--- src/hdl/per_cpu_page_allocator_steal_defines.svh ---
// Assertion helpers used by the allocator controller.
`ifndef PER_CPU_PAGE_ALLOCATOR_STEAL_DEFINES_SVH
`define PER_CPU_PAGE_ALLOCATOR_STEAL_DEFINES_SVH

// Same-cycle implication, disabled while reset is asserted.
`define PCPA_AST_IMP(lbl, ck, rn, ante, cons, msg) \
	lbl: assert property (@(posedge ck) disable iff (!rn) (ante) |-> (cons)) \
		else $error(msg);

// Next-cycle implication, disabled while reset is asserted.
`define PCPA_AST_NXT(lbl, ck, rn, ante, cons, msg) \
	lbl: assert property (@(posedge ck) disable iff (!rn) (ante) |=> (cons)) \
		else $error(msg);

`endif

--- src/hdl/pcpa_pkg.sv ---
package pcpa_pkg;

	localparam int NUM_CPUS  = 8;
	localparam int NUM_PAGES = 1024;

	localparam int CPU_W  = 3;
	localparam int PAGE_W = 10;
	localparam int LIM_W  = PAGE_W + 1;
	localparam int LEN_W  = $clog2(NUM_PAGES) + 1;

	localparam logic CMD_ALLOC = 1'b0;
	localparam logic CMD_FREE  = 1'b1;

	localparam logic [1:0] STAT_OK    = 2'd0;
	localparam logic [1:0] STAT_EMPTY = 2'd1;
	localparam logic [1:0] STAT_RANGE = 2'd2;

	localparam logic REG_FIRST_PAGE = 1'b0;
	localparam logic REG_PAGE_LIMIT = 1'b1;

	typedef struct packed {
		logic              cmd;
		logic [CPU_W-1:0]  cpu;
		logic [PAGE_W-1:0] page_in;
	} in_word_t;

	typedef struct packed {
		logic [PAGE_W-1:0] page_out;
		logic [1:0]        status;
		logic              stolen;
		logic [CPU_W-1:0]  victim_cpu;
	} out_word_t;

	// One entry of the link memory: next page of a list node.
	typedef struct packed {
		logic              valid;
		logic [PAGE_W-1:0] next;
	} link_t;

	// Write into the head table.
	typedef struct packed {
		logic              en;
		logic [CPU_W-1:0]  idx;
		logic [PAGE_W-1:0] page;
		logic              nonempty;
	} head_wr_t;

endpackage

--- src/hdl/pcpa_heads.sv ---
module pcpa_heads (
	input  logic                           clk,
	input  logic                           arst_n,
	input  pcpa_pkg::head_wr_t             hw,
	input  logic [pcpa_pkg::CPU_W-1:0]     rd_idx,
	output logic [pcpa_pkg::PAGE_W-1:0]    rd_page,
	output logic                           rd_nonempty,
	output logic                           victim_found,
	output logic [pcpa_pkg::CPU_W-1:0]     victim_idx
);

	localparam int CW = pcpa_pkg::CPU_W;
	localparam int NC = pcpa_pkg::NUM_CPUS;

	logic [pcpa_pkg::PAGE_W-1:0] head_q [NC];
	logic [NC-1:0]               nonempty_q;
	logic [CW:0]                 pick;

	// First non-empty list after the requester, wrapping around.
	function automatic logic [CW:0] find_victim(input logic [NC-1:0] ne,
		input logic [CW-1:0] c);
		logic [CW:0] res;
		logic [CW:0] v;
		res = '0;
		for (int i = NC - 1; i >= 1; i--) begin
			v = (CW+1)'(c) + (CW+1)'(i);
			if (v >= (CW+1)'(NC)) begin
				v = v - (CW+1)'(NC);
			end
			if (ne[v[CW-1:0]]) begin
				res = {1'b1, v[CW-1:0]};
			end
		end
		return res;
	endfunction

	always_ff @(posedge clk or negedge arst_n) begin
		if (!arst_n) begin
			for (int i = 0; i < NC; i++) begin
				head_q[i] <= '0;
			end
			nonempty_q <= '0;
		end else if (hw.en) begin
			head_q[hw.idx]     <= hw.page;
			nonempty_q[hw.idx] <= hw.nonempty;
		end
	end

	assign rd_page      = head_q[rd_idx];
	assign rd_nonempty  = nonempty_q[rd_idx];
	assign pick         = find_victim(nonempty_q, rd_idx);
	assign victim_found = pick[CW];
	assign victim_idx   = pick[CW-1:0];

endmodule

--- config.mk ---
export PLATFORM = sky130hd
export DESIGN_NAME = pcpa_heads
export DESIGN_NICKNAME = d
export VERILOG_FILES = /design/src/hdl/per_cpu_page_allocator_steal_defines.svh /design/src/hdl/pcpa_pkg.sv /design/src/hdl/pcpa_heads.sv
export SDC_FILE = /design/constraint.sdc
export NUM_CORES = 1
export LEC_CHECK = 0
export BUFFER_PORTS_ARGS = -buffer_cell sky130_fd_sc_hd__buf_4
export CAP_MARGIN = 20
export CORE_MARGIN = 5
export CORE_UTILIZATION = 42
export CTS_CLUSTER_DIAMETER = 200
export DETAILED_ROUTE_END_ITERATION = 8
export PLACE_DENSITY = 0.73
export REMOVE_ABC_BUFFERS = 1
export SETUP_SLACK_MARGIN = 0.05
export SLEW_MARGIN = 30
export SYNTH_ARGS = -nofsm -noshare
export SYNTH_HDL_FRONTEND = slang
export SYNTH_SLANG_ARGS = --single-unit
--- constraint.sdc ---
create_clock -name clk -period 3.25 [get_ports clk]
set_input_delay 0.65 -clock clk [delete_from_list [all_inputs] [get_ports clk]]
set_output_delay 0.65 -clock clk [all_outputs]
set_load 0.01 [all_outputs]
Word-level counts from Yosys, hierarchy flattened
Index checks and enable logic that the tools add are counted.
{"block": "totals", "register_bits": 88, "latch_bits": 0, "ram_bits": 0, "mem_bits_ro": 0, "out_inout_bits": 15, "mem_count": 0}
{"block": "classes", "n_addsub": 14, "n_mul": 0, "div_mod_pow": 0, "magnitude_cmp": 20, "eq_ne": 0, "shifts": 0, "mux": 39, "bitwise": 2, "n_reduce_logical": 2}
{"op": "$bwmux W80", "n": 1}
{"op": "$ge A4 B4 Y1 const B", "n": 9}
{"op": "$lt A3 B4 Y1 const B", "n": 9}
{"op": "$bmux W10 S3", "n": 1}
{"op": "$demux W10 S3", "n": 1}
{"op": "$mux W10", "n": 3}
{"op": "$mux W4", "n": 7}
{"op": "$bmux W1 S3", "n": 8}
{"op": "$mux W3", "n": 7}
{"op": "$sub A3 B1 Y3 const B", "n": 7}
{"op": "$add A3 B3 Y4 const B", "n": 4}
{"op": "$mux W1", "n": 9}
{"op": "$add A3 B2 Y4 const B", "n": 2}
{"op": "$bwmux W8", "n": 1}
{"op": "$not A3 Y4", "n": 2}
{"op": "$add A3 B1 Y4 const B", "n": 1}
{"op": "$lt A4 B1 Y1 const B", "n": 1}
{"op": "$demux W1 S3", "n": 1}
{"op": "$ge A3 B1 Y1 const B", "n": 1}
{"op": "$logic_and A1 B1 Y1", "n": 2}

Longest topological paths before layout
{"block": "logic_depth", "ltp_word": 12, "depth_mapped": 10, "ltp_nobuf": 8}

Worst setup path after synthesis
No wires, ideal clock.
{"block": "synth_timing", "kind": "input to output", "startpoint": "input rd_idx[1] (netlist name)", "endpoint": "output victim_idx[0] (netlist name)", "t_arrival_ns": 2.859, "setup_slack_ns": -0.259, "path_stages": 9, "path_cell_list": "buf_2 buf_1 inv_1 ha_1 mux4_1 mux2i_1 a21boi_0 o21ai_0 a22oi_1"}
{"block": "synth_via", "elab_chain_cells": 12, "elab_cells_between_ends": 49}
{"element": "start: declaration", "line_no": "pcpa_heads.sv:5", "source": "input logic [pcpa_pkg::CPU_W-1:0] rd_idx,"}
{"element": "$add A3 B3 Y4", "line_no": "pcpa_heads.sv:26", "source": "v = (CW+1)'(c) + (CW+1)'(i);"}
{"element": "$ge A4 B4 Y1 / $sub A3 B1 Y3 (equally long branches)", "line_no": "pcpa_heads.sv:27, pcpa_heads.sv:28"}
{"element": "$mux W3", "line_no": "pcpa_heads.sv:27", "source": "if (v >= (CW+1)'(NC)) begin"}
{"element": "$bmux W1 S3", "line_no": "pcpa_heads.sv:30", "source": "if (ne[v[CW-1:0]]) begin"}
{"element": "$mux W1 (implied by the code)", "line_no": "pcpa_heads.sv:30"}
{"element": "$mux W4 (6 in series)", "line_no": "pcpa_heads.sv:30"}
{"element": "$mux W4 (*)", "line_no": "pcpa_heads.sv:30"}
{"element": "end: declaration", "line_no": "pcpa_heads.sv:9", "source": "output logic [pcpa_pkg::CPU_W-1:0] victim_idx"}
Every way passes the cells marked *; elsewhere a longest branch is shown, timed or not. The select of a mux whose other input is x is not followed.

Worst setup path in the final report
{"block": "layout_timing", "startpoint": "input rd_idx[0] (netlist name)", "endpoint": "output victim_idx[0] (netlist name)"}
The elaborated chain is that of the path after synthesis.

==> impl_metrics.json <==
{
  "cts_hold_buf": 0,
  "grt_use_met3_pct": 2.44,
  "maxCapViolCount": 0,
  "grt_use_total_pct": 15.6,
  "num_rows": 37,
  "slew_headroom_pct": 44.0,
  "arrival_ns": 2.46,
  "post-route-drc-count": 0,
  "cts_root_buf": "clkbuf_8",
  "status": "finished, final reports clean",
  "worst_pin_slew_ns": 0.838,
  "synth_area_leaders": "dfrtp_1, mux2_2, mux4_2",
  "critical_path.max_fanout": 6,
  "p_int_mw": 2.34,
  "synth_cell_types": 39,
  "worst_slack_ns": 0.137,
  "synth-seq-cells": 88,
  "pin_count": 35,
  "hold_class": "in -> async",
  "synthArstFlopShare_pct": 100,
  "syn2layout_area_growth_pct": 17.7,
  "antenna_found_initial": 0,
  "grt_pass1_wl_mm": 15.8,
  "clock.fmax_mhz": 321,
  "clk_latency_ns": 0.35,
  "detailedRoute.firstPassIterationCount": 4,
  "required_ns": 2.60,
  "power_switching_mw": 0.884,
  "fin_nets": 381,
  "post-place-ws_ns": -0.00238,
  "power_mw": 3.23,
  "routed_wirelength_mm": 9.53,
  "yosysTopAreaCell": "dfrtp_1",
  "share_seq_of_total_power_pct": 45.4,
  "hold_ws_ns": 0.336,
  "io_buffers": 34,
  "num-fill-cells": 882,
  "synth_ff_type": "dfrtp_1",
  "cts_buffers": 9,
  "critPathKind": "in -> out",
  "cts.sinks": 88,
  "ant_nets": 0,
  "finalSetupViolCount": 0,
  "gp_congestion": 0.809,
  "rsz0062_at_grt": "true",
  "synth.most_common_cell": "mux2_2",
  "tns_ns": 0,
  "finalHoldViolCount": 0,
  "power_frac_comb_pct": 28.9,
  "final_core_util_pct": 51.0,
  "ir_drop_mv": 0.375,
  "die_w_um": 114,
  "start_kind": "input pin",
  "synth_edf_count": 0,
  "drt_iter0_markers": 178,
  "synth_top_area_share_pct": 48.8,
  "worstSetupEndpointType": "primary output",
  "die-area_sq_um": 12900,
  "floorplan.initialDensity_pct": 43.3,
  "worst_clock_skew_ns": 0,
  "yosysWarnings": 0,
  "ys_seq_area_share_pct": 48.8,
  "placed_cells": 483,
  "wire_per_inst_um": 19.1,
  "post_dp_cell_area_sq_um": 5030,
  "design_area_sq_um": 5310,
  "viasPerCell": 5.51,
  "avgSynthCellArea_sq_um": 14.5,
  "cts_buffer_depth": 2,
  "period_minus_slack_ns": 3.11,
  "cts_tree": "built",
  "place_hpwl_mm": 6.23,
  "cp-startpoint": "rd_idx[0]",
  "antenna-diode-count": 0,
  "htree_levels": 3,
  "grt_start_max_net_pins": 89,
  "seq_area_sq_um": 2200,
  "clkTransAtPathRegs_ns": 0.09,
  "drive_gt1_share_pct": 57.4,
  "core_sq_um": 10400,
  "post-route-period-util_pct": 95.8,
  "netlist_instances": 312,
  "power_density_nw_per_um2": 607,
  "maxSlewViolCount": 0,
  "grt_use_met2_pct": 24.4,
  "power_leakage_nw": 2.25,
  "synthTopCellsByCount": "mux2_2, dfrtp_1, nand2_1",
  "vias": 2756,
  "multi_input_area_sq_um": 2290,
  "p_clk_share_pct": 25.7,
  "syn_area_sq_um": 4510,
  "grt_overflow": 0,
  "rr_startpoint": "nonempty_q[5]",
  "met1_usage_pct": 21.9,
  "busiest_layer": "met2",
  "swShare_pct": 27.4,
  "stdcell_count": 500,
  "die_y_um": 114,
  "grt_pass1_vias": 3052
}
==> area by class of cell <==
| cell class | instances | share of cell area (%) |
|---|---|---|
| clock buffer | 11 | 2.66 |
| inverter | 4 | 0.283 |
| multi-input combinational | 203 | 43.1 |
| timing repair buffer | 53 | 7.80 |
| sequential | 88 | 41.5 |
| clock inverter | 5 | 1.51 |
| tap | 136 | 3.20 |
==> metal layers <==
metal / vias up / wire length [um]
li1: 1264 / -
met1: 1420 / 4370
met2: 58 / 4650
met3: 14 / 360
met4: 0 / 150
met5: - / 0
==> power by group through the flow <==
| stage | Clock (mW) | Combinational (mW) | Sequential [mW] |
|---|---|---|---|
| CTS | 0.846 | 0.920 | 1.46 |
| finish | 0.829 | 0.933 | 1.46 |
| global placement | 0 | 0.881 | 1.47 |
| detailed placement | 0 | 0.906 | 1.48 |
| global route | 0.891 | 1.02 | 1.50 |
| floorplan | 0 | 0.621 | 1.44 |
==> worst paths after layout <==
path | endpoint | slack, ns | depth (start not counted)
hold / removal | head_q[50] | 0.34 | 1
min in group clk | head_q[9] | 0.51 | 1
setup reg to reg | nonempty_q[5] | 2.43 | 1
hold reg to reg | head_q[9] | 0.51 | 1
setup / recovery | victim_idx[0] | 0.14 | 8
max in group asynchronous | head_q[14] | 2.35 | 1
==> what timing repair did <==
item	in CTS	in global routing
buffers inserted	1	0
pin swaps	0	5
gates resized for setup	3	11
endpoints found under the setup margin	3	3
==> flip-flops by register name (all words and copies together), names as in the netlist <==
register / count
head_q: 80
nonempty_q: 8
==> layout by cell type (no fill, tap or decap), types with 2 or more instances in the layout <==
cell type   instances
nand4b_1            3
inv_1               4
nand2_1            27
clkbuf_8           10
mux2i_1             2
mux2_2             95
xor2_2              2
bufinv_16           2
a22oi_1             2
buf_4              51
o21ai_0             2
nor3b_2             3
o21ai_1             2
nand2b_1            5
mux4_2             28
nor3_2              2
a221oi_2            2
clkinvlp_4          2
a21o_1              2
a21oi_1             2
dfrtp_1            88
==> kinds of logic after synthesis <==
group                    after synthesis  synth area share (%)
flip-flops                            88                  48.8
buffers and inverters                 21                  2.02
XOR/XNOR                               4                 0.776
AO/OA/AOI/OAI                         21                  3.69
multiplexers                         127                  38.7
AND/OR/NAND/NOR                       49                  5.43
adder cells (fa/ha/maj)                2                 0.554
==> worst max-delay path, cell delays in order <==
cell,delay [ns]
buf_4,0.12
buf_4,0.14
mux4_2,0.60
a221oi_2,0.37
o21ai_1,0.09
a21o_1,0.18
a22oi_1,0.15
buf_4,0.15
(Power assumes the default switching activity.)
