==> config.mk <==
export PLATFORM = sky130hd
export DESIGN_NAME = pcpa_ctrl
export DESIGN_NICKNAME = d
export VERILOG_FILES = /design/src/hdl/pcpa_pkg.sv /design/src/hdl/pcpa_ctrl.sv
export VERILOG_INCLUDE_DIRS = /design/src /design/src/hdl
export SDC_FILE = /design/constraint.sdc
export NUM_CORES = 1
export LEC_CHECK = 0
export ABC_AREA = 1
export BUFFER_PORTS_ARGS = -buffer_cell sky130_fd_sc_hd__clkbuf_2
export CAP_MARGIN = 0
export CORE_MARGIN = 8
export CORE_UTILIZATION = 23
export DETAILED_ROUTE_END_ITERATION = 8
export GPL_ROUTABILITY_DRIVEN = 0
export HOLD_SLACK_MARGIN = 0.08
export PLACE_DENSITY = 0.42
export REMOVE_ABC_BUFFERS = 1
export SLEW_MARGIN = 20
export SYNTH_ARGS = -nofsm -noshare
export SYNTH_HDL_FRONTEND = slang
export SYNTH_SLANG_ARGS = --single-unit
==> constraint.sdc <==
create_clock -name clk -period 3.5 [get_ports clk]
set_input_delay 0.525 -clock clk [delete_from_list [all_inputs] [get_ports clk]]
set_output_delay 0.525 -clock clk [all_outputs]
set_load 0.02 [all_outputs]
==> src/hdl/per_cpu_page_allocator_steal_defines.svh <==
// Assertion helpers used by the allocator controller.
`ifndef PER_CPU_PAGE_ALLOCATOR_STEAL_DEFINES_SVH
`define PER_CPU_PAGE_ALLOCATOR_STEAL_DEFINES_SVH

// Same-cycle implication, disabled while reset is asserted.
`define PCPA_AST_IMP(lbl, ck, rn, ante, cons, msg) \
	lbl: assert property (@(posedge ck) disable iff (!rn) (ante) |-> (cons)) \
		else $error(msg);

// Next-cycle implication, disabled while reset is asserted.
`define PCPA_AST_NXT(lbl, ck, rn, ante, cons, msg) \
	lbl: assert property (@(posedge ck) disable iff (!rn) (ante) |=> (cons)) \
		else $error(msg);

`endif

==> src/hdl/pcpa_pkg.sv <==
package pcpa_pkg;

	localparam int NUM_CPUS  = 8;
	localparam int NUM_PAGES = 1024;

	localparam int CPU_W  = 3;
	localparam int PAGE_W = 10;
	localparam int LIM_W  = PAGE_W + 1;
	localparam int LEN_W  = $clog2(NUM_PAGES) + 1;

	localparam logic CMD_ALLOC = 1'b0;
	localparam logic CMD_FREE  = 1'b1;

	localparam logic [1:0] STAT_OK    = 2'd0;
	localparam logic [1:0] STAT_EMPTY = 2'd1;
	localparam logic [1:0] STAT_RANGE = 2'd2;

	localparam logic REG_FIRST_PAGE = 1'b0;
	localparam logic REG_PAGE_LIMIT = 1'b1;

	typedef struct packed {
		logic              cmd;
		logic [CPU_W-1:0]  cpu;
		logic [PAGE_W-1:0] page_in;
	} in_word_t;

	typedef struct packed {
		logic [PAGE_W-1:0] page_out;
		logic [1:0]        status;
		logic              stolen;
		logic [CPU_W-1:0]  victim_cpu;
	} out_word_t;

	// One entry of the link memory: next page of a list node.
	typedef struct packed {
		logic              valid;
		logic [PAGE_W-1:0] next;
	} link_t;

	// Write into the head table.
	typedef struct packed {
		logic              en;
		logic [CPU_W-1:0]  idx;
		logic [PAGE_W-1:0] page;
		logic              nonempty;
	} head_wr_t;

endpackage

==> src/hdl/pcpa_ctrl.sv <==
`include "per_cpu_page_allocator_steal_defines.svh"

module pcpa_ctrl (
	input  logic                          clk,
	input  logic                          arst_n,
	input  logic                          in_valid,
	output logic                          in_stall,
	input  pcpa_pkg::in_word_t            in_word,
	input  logic [pcpa_pkg::PAGE_W-1:0]   first_page,
	input  logic [pcpa_pkg::LIM_W-1:0]    page_limit,
	output logic                          res_valid,
	input  logic                          res_take,
	output pcpa_pkg::out_word_t           res_word,
	output logic                          ram_we,
	output logic [pcpa_pkg::PAGE_W-1:0]   ram_waddr,
	output pcpa_pkg::link_t               ram_wdata,
	output logic [pcpa_pkg::PAGE_W-1:0]   ram_raddr,
	input  pcpa_pkg::link_t               ram_rdata,
	output pcpa_pkg::head_wr_t            hw,
	output logic [pcpa_pkg::CPU_W-1:0]    head_idx,
	input  logic [pcpa_pkg::PAGE_W-1:0]   head_page,
	input  logic                          head_nonempty,
	input  logic                          victim_found,
	input  logic [pcpa_pkg::CPU_W-1:0]    victim_idx
);

	localparam int CW = pcpa_pkg::CPU_W;
	localparam int PW = pcpa_pkg::PAGE_W;
	localparam int LW = pcpa_pkg::LEN_W;

	typedef enum logic [2:0] {
		ST_IDLE,
		ST_DECODE,
		ST_POP,
		ST_STEAL,
		ST_WALK,
		ST_SEEK,
		ST_GIVE,
		ST_DONE
	} state_t;

	state_t               state_q;
	logic                 cmd_q;
	logic [CW-1:0]        cpu_q;
	logic [PW-1:0]        page_q;
	logic [CW-1:0]        vic_q;
	logic [PW-1:0]        head_q;
	logic [PW-1:0]        slow_q;
	logic [LW-1:0]        len_q;
	logic [LW-1:0]        cnt_q;
	logic                 hvalid_q;
	logic [PW-1:0]        hnext_q;
	pcpa_pkg::out_word_t  res_q;

	logic                 cpu_ok;
	logic                 page_ok;
	logic                 walk_more;
	logic [LW:0]          len_p1;
	logic [LW-1:0]        half;
	logic [PW-1:0]        link_page;

	assign cpu_ok  = (CW+1)'(cpu_q) < (CW+1)'(pcpa_pkg::NUM_CPUS);
	assign page_ok = (page_q >= first_page)
		&& (pcpa_pkg::LIM_W'(page_q) < page_limit)
		&& (LW'(page_q) < LW'(pcpa_pkg::NUM_PAGES));

	// Walk on while the node links on and the count is below the cap.
	assign walk_more = ram_rdata.valid && (len_q < LW'(pcpa_pkg::NUM_PAGES));
	assign len_p1    = {1'b0, len_q} + (LW+1)'(1);
	assign half      = len_p1[LW:1];
	assign link_page = ram_rdata.valid ? ram_rdata.next : '0;

	assign in_stall  = (state_q != ST_IDLE);
	assign res_valid = (state_q == ST_DONE);
	assign res_word  = res_q;
	assign head_idx  = (state_q == ST_STEAL) ? vic_q : cpu_q;

	always_comb begin
		ram_we    = 1'b0;
		ram_waddr = page_q;
		ram_wdata = '0;
		ram_raddr = '0;
		hw        = '0;
		unique case (state_q)
			ST_DECODE: begin
				if (cmd_q == pcpa_pkg::CMD_FREE) begin
					if (cpu_ok && page_ok) begin
						ram_we    = 1'b1;
						ram_wdata = '{valid: head_nonempty, next: head_page};
						hw        = '{en: 1'b1, idx: cpu_q, page: page_q, nonempty: 1'b1};
					end
				end else if (cpu_ok && head_nonempty) begin
					ram_raddr = head_page;
				end
			end
			ST_STEAL: begin
				ram_raddr = head_page;
			end
			ST_WALK: begin
				ram_raddr = walk_more ? ram_rdata.next : head_q;
			end
			ST_SEEK: begin
				if (cnt_q == '0) begin
					// cut the list after the split node; victim keeps the tail
					ram_we    = 1'b1;
					ram_waddr = slow_q;
					ram_wdata = '{valid: 1'b0, next: ram_rdata.next};
					hw        = '{en: 1'b1, idx: vic_q, page: link_page,
						nonempty: ram_rdata.valid};
				end else begin
					ram_raddr = ram_rdata.next;
				end
			end
			ST_POP: begin
				hw = '{en: 1'b1, idx: cpu_q, page: link_page, nonempty: ram_rdata.valid};
			end
			ST_GIVE: begin
				if (slow_q == head_q) begin
					hw = '{en: 1'b1, idx: cpu_q, page: '0, nonempty: 1'b0};
				end else begin
					hw = '{en: 1'b1, idx: cpu_q, page: hvalid_q ? hnext_q : '0,
						nonempty: hvalid_q};
				end
			end
			default: begin
			end
		endcase
	end

	always_ff @(posedge clk or negedge arst_n) begin
		if (!arst_n) begin
			state_q <= ST_IDLE;
		end else begin
			unique case (state_q)
				ST_IDLE: begin
					if (in_valid) begin
						cmd_q   <= in_word.cmd;
						cpu_q   <= in_word.cpu;
						page_q  <= in_word.page_in;
						state_q <= ST_DECODE;
					end
				end
				ST_DECODE: begin
					if (cmd_q == pcpa_pkg::CMD_FREE) begin
						res_q   <= '{page_out: '0,
							status: (cpu_ok && page_ok) ? pcpa_pkg::STAT_OK
								: pcpa_pkg::STAT_RANGE,
							stolen: 1'b0, victim_cpu: '0};
						state_q <= ST_DONE;
					end else if (!cpu_ok) begin
						res_q   <= '{page_out: '0, status: pcpa_pkg::STAT_EMPTY,
							stolen: 1'b0, victim_cpu: '0};
						state_q <= ST_DONE;
					end else if (head_nonempty) begin
						head_q  <= head_page;
						state_q <= ST_POP;
					end else if (victim_found) begin
						vic_q   <= victim_idx;
						state_q <= ST_STEAL;
					end else begin
						res_q   <= '{page_out: '0, status: pcpa_pkg::STAT_EMPTY,
							stolen: 1'b0, victim_cpu: '0};
						state_q <= ST_DONE;
					end
				end
				ST_POP: begin
					res_q   <= '{page_out: head_q, status: pcpa_pkg::STAT_OK,
						stolen: 1'b0, victim_cpu: '0};
					state_q <= ST_DONE;
				end
				ST_STEAL: begin
					head_q  <= head_page;
					len_q   <= LW'(1);
					state_q <= ST_WALK;
				end
				ST_WALK: begin
					if (len_q == LW'(1)) begin
						hvalid_q <= ram_rdata.valid;
						hnext_q  <= ram_rdata.next;
					end
					if (walk_more) begin
						len_q <= len_q + LW'(1);
					end else begin
						cnt_q   <= half - LW'(1);
						slow_q  <= head_q;
						state_q <= ST_SEEK;
					end
				end
				ST_SEEK: begin
					if (cnt_q == '0) begin
						state_q <= ST_GIVE;
					end else begin
						slow_q <= ram_rdata.next;
						cnt_q  <= cnt_q - LW'(1);
					end
				end
				ST_GIVE: begin
					res_q   <= '{page_out: head_q, status: pcpa_pkg::STAT_OK,
						stolen: 1'b1, victim_cpu: vic_q};
					state_q <= ST_DONE;
				end
				ST_DONE: begin
					if (res_take) begin
						state_q <= ST_IDLE;
					end
				end
				default: begin
					state_q <= ST_IDLE;
				end
			endcase
		end
	end

	`PCPA_AST_NXT(a_accept_decodes, clk, arst_n, in_valid && !in_stall, state_q == ST_DECODE, "accepted word did not reach decode")
	`PCPA_AST_IMP(a_walk_len, clk, arst_n, state_q == ST_WALK, (len_q != '0) && (len_q <= LW'(pcpa_pkg::NUM_PAGES)), "walk length out of bounds")
	`PCPA_AST_IMP(a_seek_cnt, clk, arst_n, state_q == ST_SEEK, cnt_q < len_q, "split count not below list length")
	`PCPA_AST_IMP(a_idle_quiet, clk, arst_n, state_q == ST_IDLE, !hw.en && !ram_we, "state written while idle")

endmodule

# --- Word level (Yosys, flattened, before mapping) ---
# Cells that the tools add are included.
op_classes:
  n_bitwise: 2
  div: 0
  n_eq_ne: 19
  n_shift: 0
  mux: 47
  n_mul: 0
  n_reduce_logical: 18
  magnitude_cmp: 3
  add_sub_neg: 4
ops:
  columns: ["operator", "n"]
  rows:
  - ["$mux W10", 13]
  - ["$mux W11", 6]
  - ["$pmux W11 S2", 3]
  - ["$pmux W15 S4", 1]
  - ["$mux W16", 3]
  - ["$pmux W16 S3", 1]
  - ["$mux W15", 3]
  - ["$pmux W10 S2", 2]
  - ["$pmux W10 S4", 1]
  - ["$mux W3", 8]
  - ["$sub A11 B1 Y11 const B", 2]
  - ["$pmux W3 S7", 1]
  - ["$reduce_and A4 Y1", 4]
  - ["$ne A2 B2 Y1 const B", 7]
  - ["$add A11 B1 Y12 const B", 1]
  - ["$eq A3 B3 Y1 const B", 4]
  - ["$add A11 B1 Y11 const B", 1]
  - ["$eq A11 B1 Y1 const B", 1]
  - ["$logic_not A11 Y1", 1]
  - ["$lt A10 B11 Y1", 1]
  - ["$lt A11 B11 Y1 const B", 1]
  - ["$eq A10 B10 Y1", 1]
  - ["$ge A10 B10 Y1", 1]
  - ["$reduce_and A3 Y1", 3]
  - ["14 further kinds", 23]
totals:
  latchBits: 0
  input_bits: 65
  elab_cells: 108
  out_inout_bits: 68
  memories: 0
  rom_bits: 0
  mem_bits_rw: 0
  register_bits: 89

# --- Depth between registers and ports, before layout ---
depth:
  word_depth: 5
  depth_mapped: 14
  ltp_nobuf: 14

# --- Worst setup path before layout ---
# OpenSTA, ideal clock, no wires.
synth_timing:
  path_type: "flip-flop to flip-flop"
  start: "register state_q[0]"
  end: "register res_q, in the netlist res_word[0], enable pin"
  period_less_slack_ps: 2607
  arrival_time_ps: 2190
  required_ps: 3083
  stages_incl_launch_ff: 5
  setup_time_ps: 417
  slack_ps: 893
  cell_sequence: "dfrtp_1 buf_4 nor2_1 inv_1 a221oi_1"
synth_via:
  elab_chain_len: 3
  word_cells_on_any_way: 7
  classes_between: "eq/ne (5); reduce/logical (2)"
synth_rtl:
  columns: ["element", "line", "source"]
  rows:
  - ["from (decl)", "pcpa_ctrl.sv:42", "state_t state_q;"]
  - ["from (signal assigned)", "pcpa_ctrl.sv:132", "state_q <= ST_IDLE;"]
  - ["from (signal assigned)", "pcpa_ctrl.sv:140", "state_q <= ST_DECODE;"]
  - ["from (signal assigned)", "pcpa_ctrl.sv:149", "state_q <= ST_DONE;"]
  - ["$eq A3 B1 Y1, or another cell as far along", "pcpa_ctrl.sv:134", "unique case (state_q)"]
  - ["$ne A3 B3 Y1 (no line) or $reduce_bool A3 Y1 (tied branches)", null, null]
  - ["$reduce_and A4 Y1 (no line) (*)", null, null]
  - ["to (signal assigned)", "pcpa_ctrl.sv:145", "res_q <= '{page_out: '0,"]
  - ["to (signal assigned)", "pcpa_ctrl.sv:151", "res_q <= '{page_out: '0, status: pcpa_pkg::STAT_EMPTY,"]
  - ["to (signal assigned)", "pcpa_ctrl.sv:161", "res_q <= '{page_out: '0, status: pcpa_pkg::STAT_EMPTY,"]
  - ["to (decl)", "pcpa_ctrl.sv:53", "pcpa_pkg::out_word_t res_q;"]
# Every way passes the cells marked *; elsewhere a longest branch is shown, timed or not.
# A chain may end at the register's enable or synchronous reset.

==> flow_metrics.py <==
metrics = {
    "pwr": {
        "combPwrFrac_pct": 41.5,
        "netSwitchingFraction_pct": 42.1,
        "peakVddDrop_mv": 0.233,
        "powerDensity_nw_per_um2": 646,
        "p_int_w": 0.00258,
        "clkPwrFrac_pct": 22.6,
        "p_leak_nw": 3.24,
        "pwr-share-seq_pct": 36.0,
        "power.switching_w": 0.00188,
    },
    "sta": {
        "finalSetupViolCount": 0,
        "max_freq_mhz": 307,
        "slew_viol_final": 0,
        "setup-tns-final_ps": 0,
        "min_period_ps": 3260,
        "min_period_over_period_pct": 93.1,
        "tightest_slew_ps": 806,
        "layout_setup_ws_ps": 242,
        "holdWs_ps": 345,
        "slew_headroom_pct": 46.1,
        "hold_viol": 0,
        "rsz0062_at_grt": "false",
        "fin_skew_ps": 11.1,
    },
    "cts": {
        "cts_tree": "yes",
        "postCtsResizedCells": 0,
        "path_clk_slew_ps": 70,
        "cts_buffers": 9,
        "insertion_delay_ps": 350,
        "cts.sinks": 89,
        "cts_max_path_buffers": 2,
        "root_buffer": "clkbuf_16",
        "htreeDepth": 3,
    },
    "worst_setup_path": {
        "cp-start-kind": "flop",
        "worstPathMaxFanout": 6,
        "cp_data_required_time_ps": 2970,
        "cp_cell_sequence": "ha_1, nand2_1, nor2_1, nand4_1, o211ai_1, and2_1, nand3_1, o21ai_0, clkbuf_2",
        "crit_arrival_ps": 2730,
        "cpLargestDelayFamily": "simple AND/OR/NAND/NOR gates",
        "r2r_slack_ps": 1110,
        "crit_buf_inv": 1,
        "worst-setup-path-type": "flop to output pin",
        "slowest_stage": "edfxtp_1",
        "worstSetupEndpointType": "output pin",
        "max_stage_delay_ps": 490,
    },
    "drt": {
        "drcViolationCount": 0,
        "dr.pass1.iters": 4,
        "viasPerCell": 4.39,
        "drt_iter0_drc": 253,
        "wl_per_cell_um": 17.4,
        "ant_nets": 0,
        "dr_total_vias": 4924,
        "drt-total-wl_mm": 19.5,
    },
    "cells_and_area": {
        "area_delta_synth_final_pct": 26.2,
        "nets": 885,
        "utilization_pct": 29.5,
        "layout_common_cells": "152 x nand2_1, 132 x clkbuf_2, 109 x inv_1",
        "drive_gt1_share_pct": 23.9,
        "final_common_cell": "nand2_1",
        "diodes": 0,
    },
    "synthesis": {
        "synthXorXnorAreaFrac_pct": 1.44,
        "syn_area_um2": 5470,
        "synth.mux.area_fraction_pct": 0,
        "synth_area_per_cell_um2": 8.34,
        "synthAdderAreaFrac_pct": 5.04,
        "ys_ff_latch": 89,
        "synth_top_family_by_area": "simple AND/OR/NAND/NOR gates",
        "seq_area_frac_synth_pct": 48.6,
        "ys_top_cells_by_area": "edfxtp_1 47%, nand2_1 10%, inv_1 7.5%, nand3_1 5.2%, ha_1 5.0%",
        "ys_types": 37,
        "synth_compound_area_share_pct": 10.1,
        "synth_top_area_share_pct": 47.3,
        "synth-simple-area-share_pct": 25.0,
        "netlist_instances": 655,
        "ys.warnings.count": 0,
        "synth.largest_area_cell": "edfxtp_1",
    },
    "grt": {
        "grt_pass1_wl_mm": 29.2,
        "antenna_found_initial": 1,
        "grt_pass1_vias": 4905,
        "grt_start_max_net_pins": 29,
        "grt-ovfl-total": 0,
        "grtUsageTotal_pct": 13.3,
    },
    "floorplanning": {
        "die_h_um": 170,
        "die_area_um2": 29000,
        "pin_count": 133,
        "coreArea_um2": 23400,
        "die_w_um": 170,
        "rows": 56,
        "start_util_pct": 23.4,
    },
    "placement": {
        "port_buffers": 132,
        "place_ws_ps": 484,
        "dpl.hpwl_mm": 15.2,
    },
    "job": {
        "drv_cap": 0,
    },
    "outcome": {
        "outcome": "completed",
    },
    "hold_path": {
        "hold_path.class": "input port to flop",
    },
}
## flip-flops by register name, indices dropped and copies added (netlist names)
| register | cells |
|---|---|
| res_word | 16 |
| cnt_q | 11 |
| len_q | 11 |
| head_q | 10 |
| hnext_q | 10 |
| page_q | 10 |
| slow_q | 10 |
| cpu_q | 3 |
| state_q | 3 |
| vic_q | 3 |
| cmd_q | 1 |
| hvalid_q | 1 |
## power groups by stage
stage,clock network (W),registers (W),logic [W]
after floorplan,0,0.00164,0.00111
after global placement,0,0.00163,0.00188
after detailed placement,0,0.00163,0.00187
after CTS,0.00105,0.00160,0.00188
after global routing,0.00108,0.00163,0.00205
final,0.00101,0.00160,0.00185
## worst paths after layout
check,start,to,depth (start not counted)
worst max-delay path,page_q[9]$_DFFE_PP_,ram_wdata[3],9
worst min-delay path,in_word[9],page_q[9]$_DFFE_PP_,1
worst max register to register,state_q[1]$_DFFE_PN0P_,cnt_q[10]$_DFFE_PP_,14
worst min register to register,vic_q[2]$_DFFE_PP_,res_word[2]$_DFFE_PP_,2
max in group asynchronous,arst_n,state_q[2]$_DFFE_PN0P_,2
min in group asynchronous,arst_n,state_q[1]$_DFFE_PN0P_,2
## through the flow
step	cell area (µm²)	instances	power [W]
6_report	6900	1122	0.00446
3_5_place_dp	6590	1105	0.00350
3_3_place_gp	6590	1105	0.00350
5_1_grt	6900	1122	0.00476
2_1_floorplan	5360	634	0.00275
4_1_cts	6900	1122	0.00453
## cells in the mapped netlist
cell,count
o311ai_0,4
xor2_1,6
nand2_1,152
a221oi_1,2
o21bai_1,1
o2111a_1,1
nand3_2,4
nor3_2,1
nand3_1,57
dfrtp_1,3
buf_2,11
o211ai_1,5
nor2_4,4
a21oi_1,25
o21ai_1,3
inv_2,5
o21a_1,1
a31oi_1,1
and2_1,1
buf_4,1
buf_6,1
nor2_1,44
ha_1,22
o221ai_1,2
nand4_1,20
nor3_1,7
a21o_1,2
edfxtp_1,86
nand2_2,4
o21ai_0,49
nor4_1,3
o22ai_1,2
clkbuf_1,8
xnor2_1,3
nor2_2,4
inv_1,109
nand3_4,1
## area by class of cell
class                      count  area (µm²)
fill                        2629       16500
sequential                    89        2660
multi-input combinational    431        2290
timing repair buffer         153         821
inverter                     114         428
tap                          319         399
clock buffer                  10         229
clock inverter                 6        67.6
## layer usage
metal	share of wire, %	routed length, µm	vias up	track usage, %
met5	0.067	13	-	0
met4	0.98	191	2	2.90
met3	5.6	1080	10	3.31
met2	49	9630	107	23.1
met1	44	8580	2321	16.5
li1	-	-	2484	-
## logic make-up (layout without fill, tap and decap cells)
logic type / count (synthesis) / count (layout)
AOI/OAI and AO/OA: 98 / 98
adders and majority gates: 22 / 22
xor gates and xnor gates: 9 / 9
and+or+nand+nor: 302 / 302
DFF: 89 / 89
buffers and inverters: 135 / 283
## worst reg2reg max path, cell delays in order, from the launching register on
cell and delay, ps:
dfrtp_1 440, inv_2 130, nand3_4 290, inv_2 150
buf_4 270, nand2_1 90, nand2_1 110, inv_1 50
ha_1 230, nand3_2 120, nor2_4 60, nand3_1 80
nand2_1 50, nand2_1 50, inv_1 40
## what timing repair did
action                                  in CTS  in global routing
hold buffers                                 1                  0
buffers inserted                             0                  0
hold endpoints to repair                     3                  0
endpoints found under the setup margin       0                  0
(Power assumes the default switching activity.)
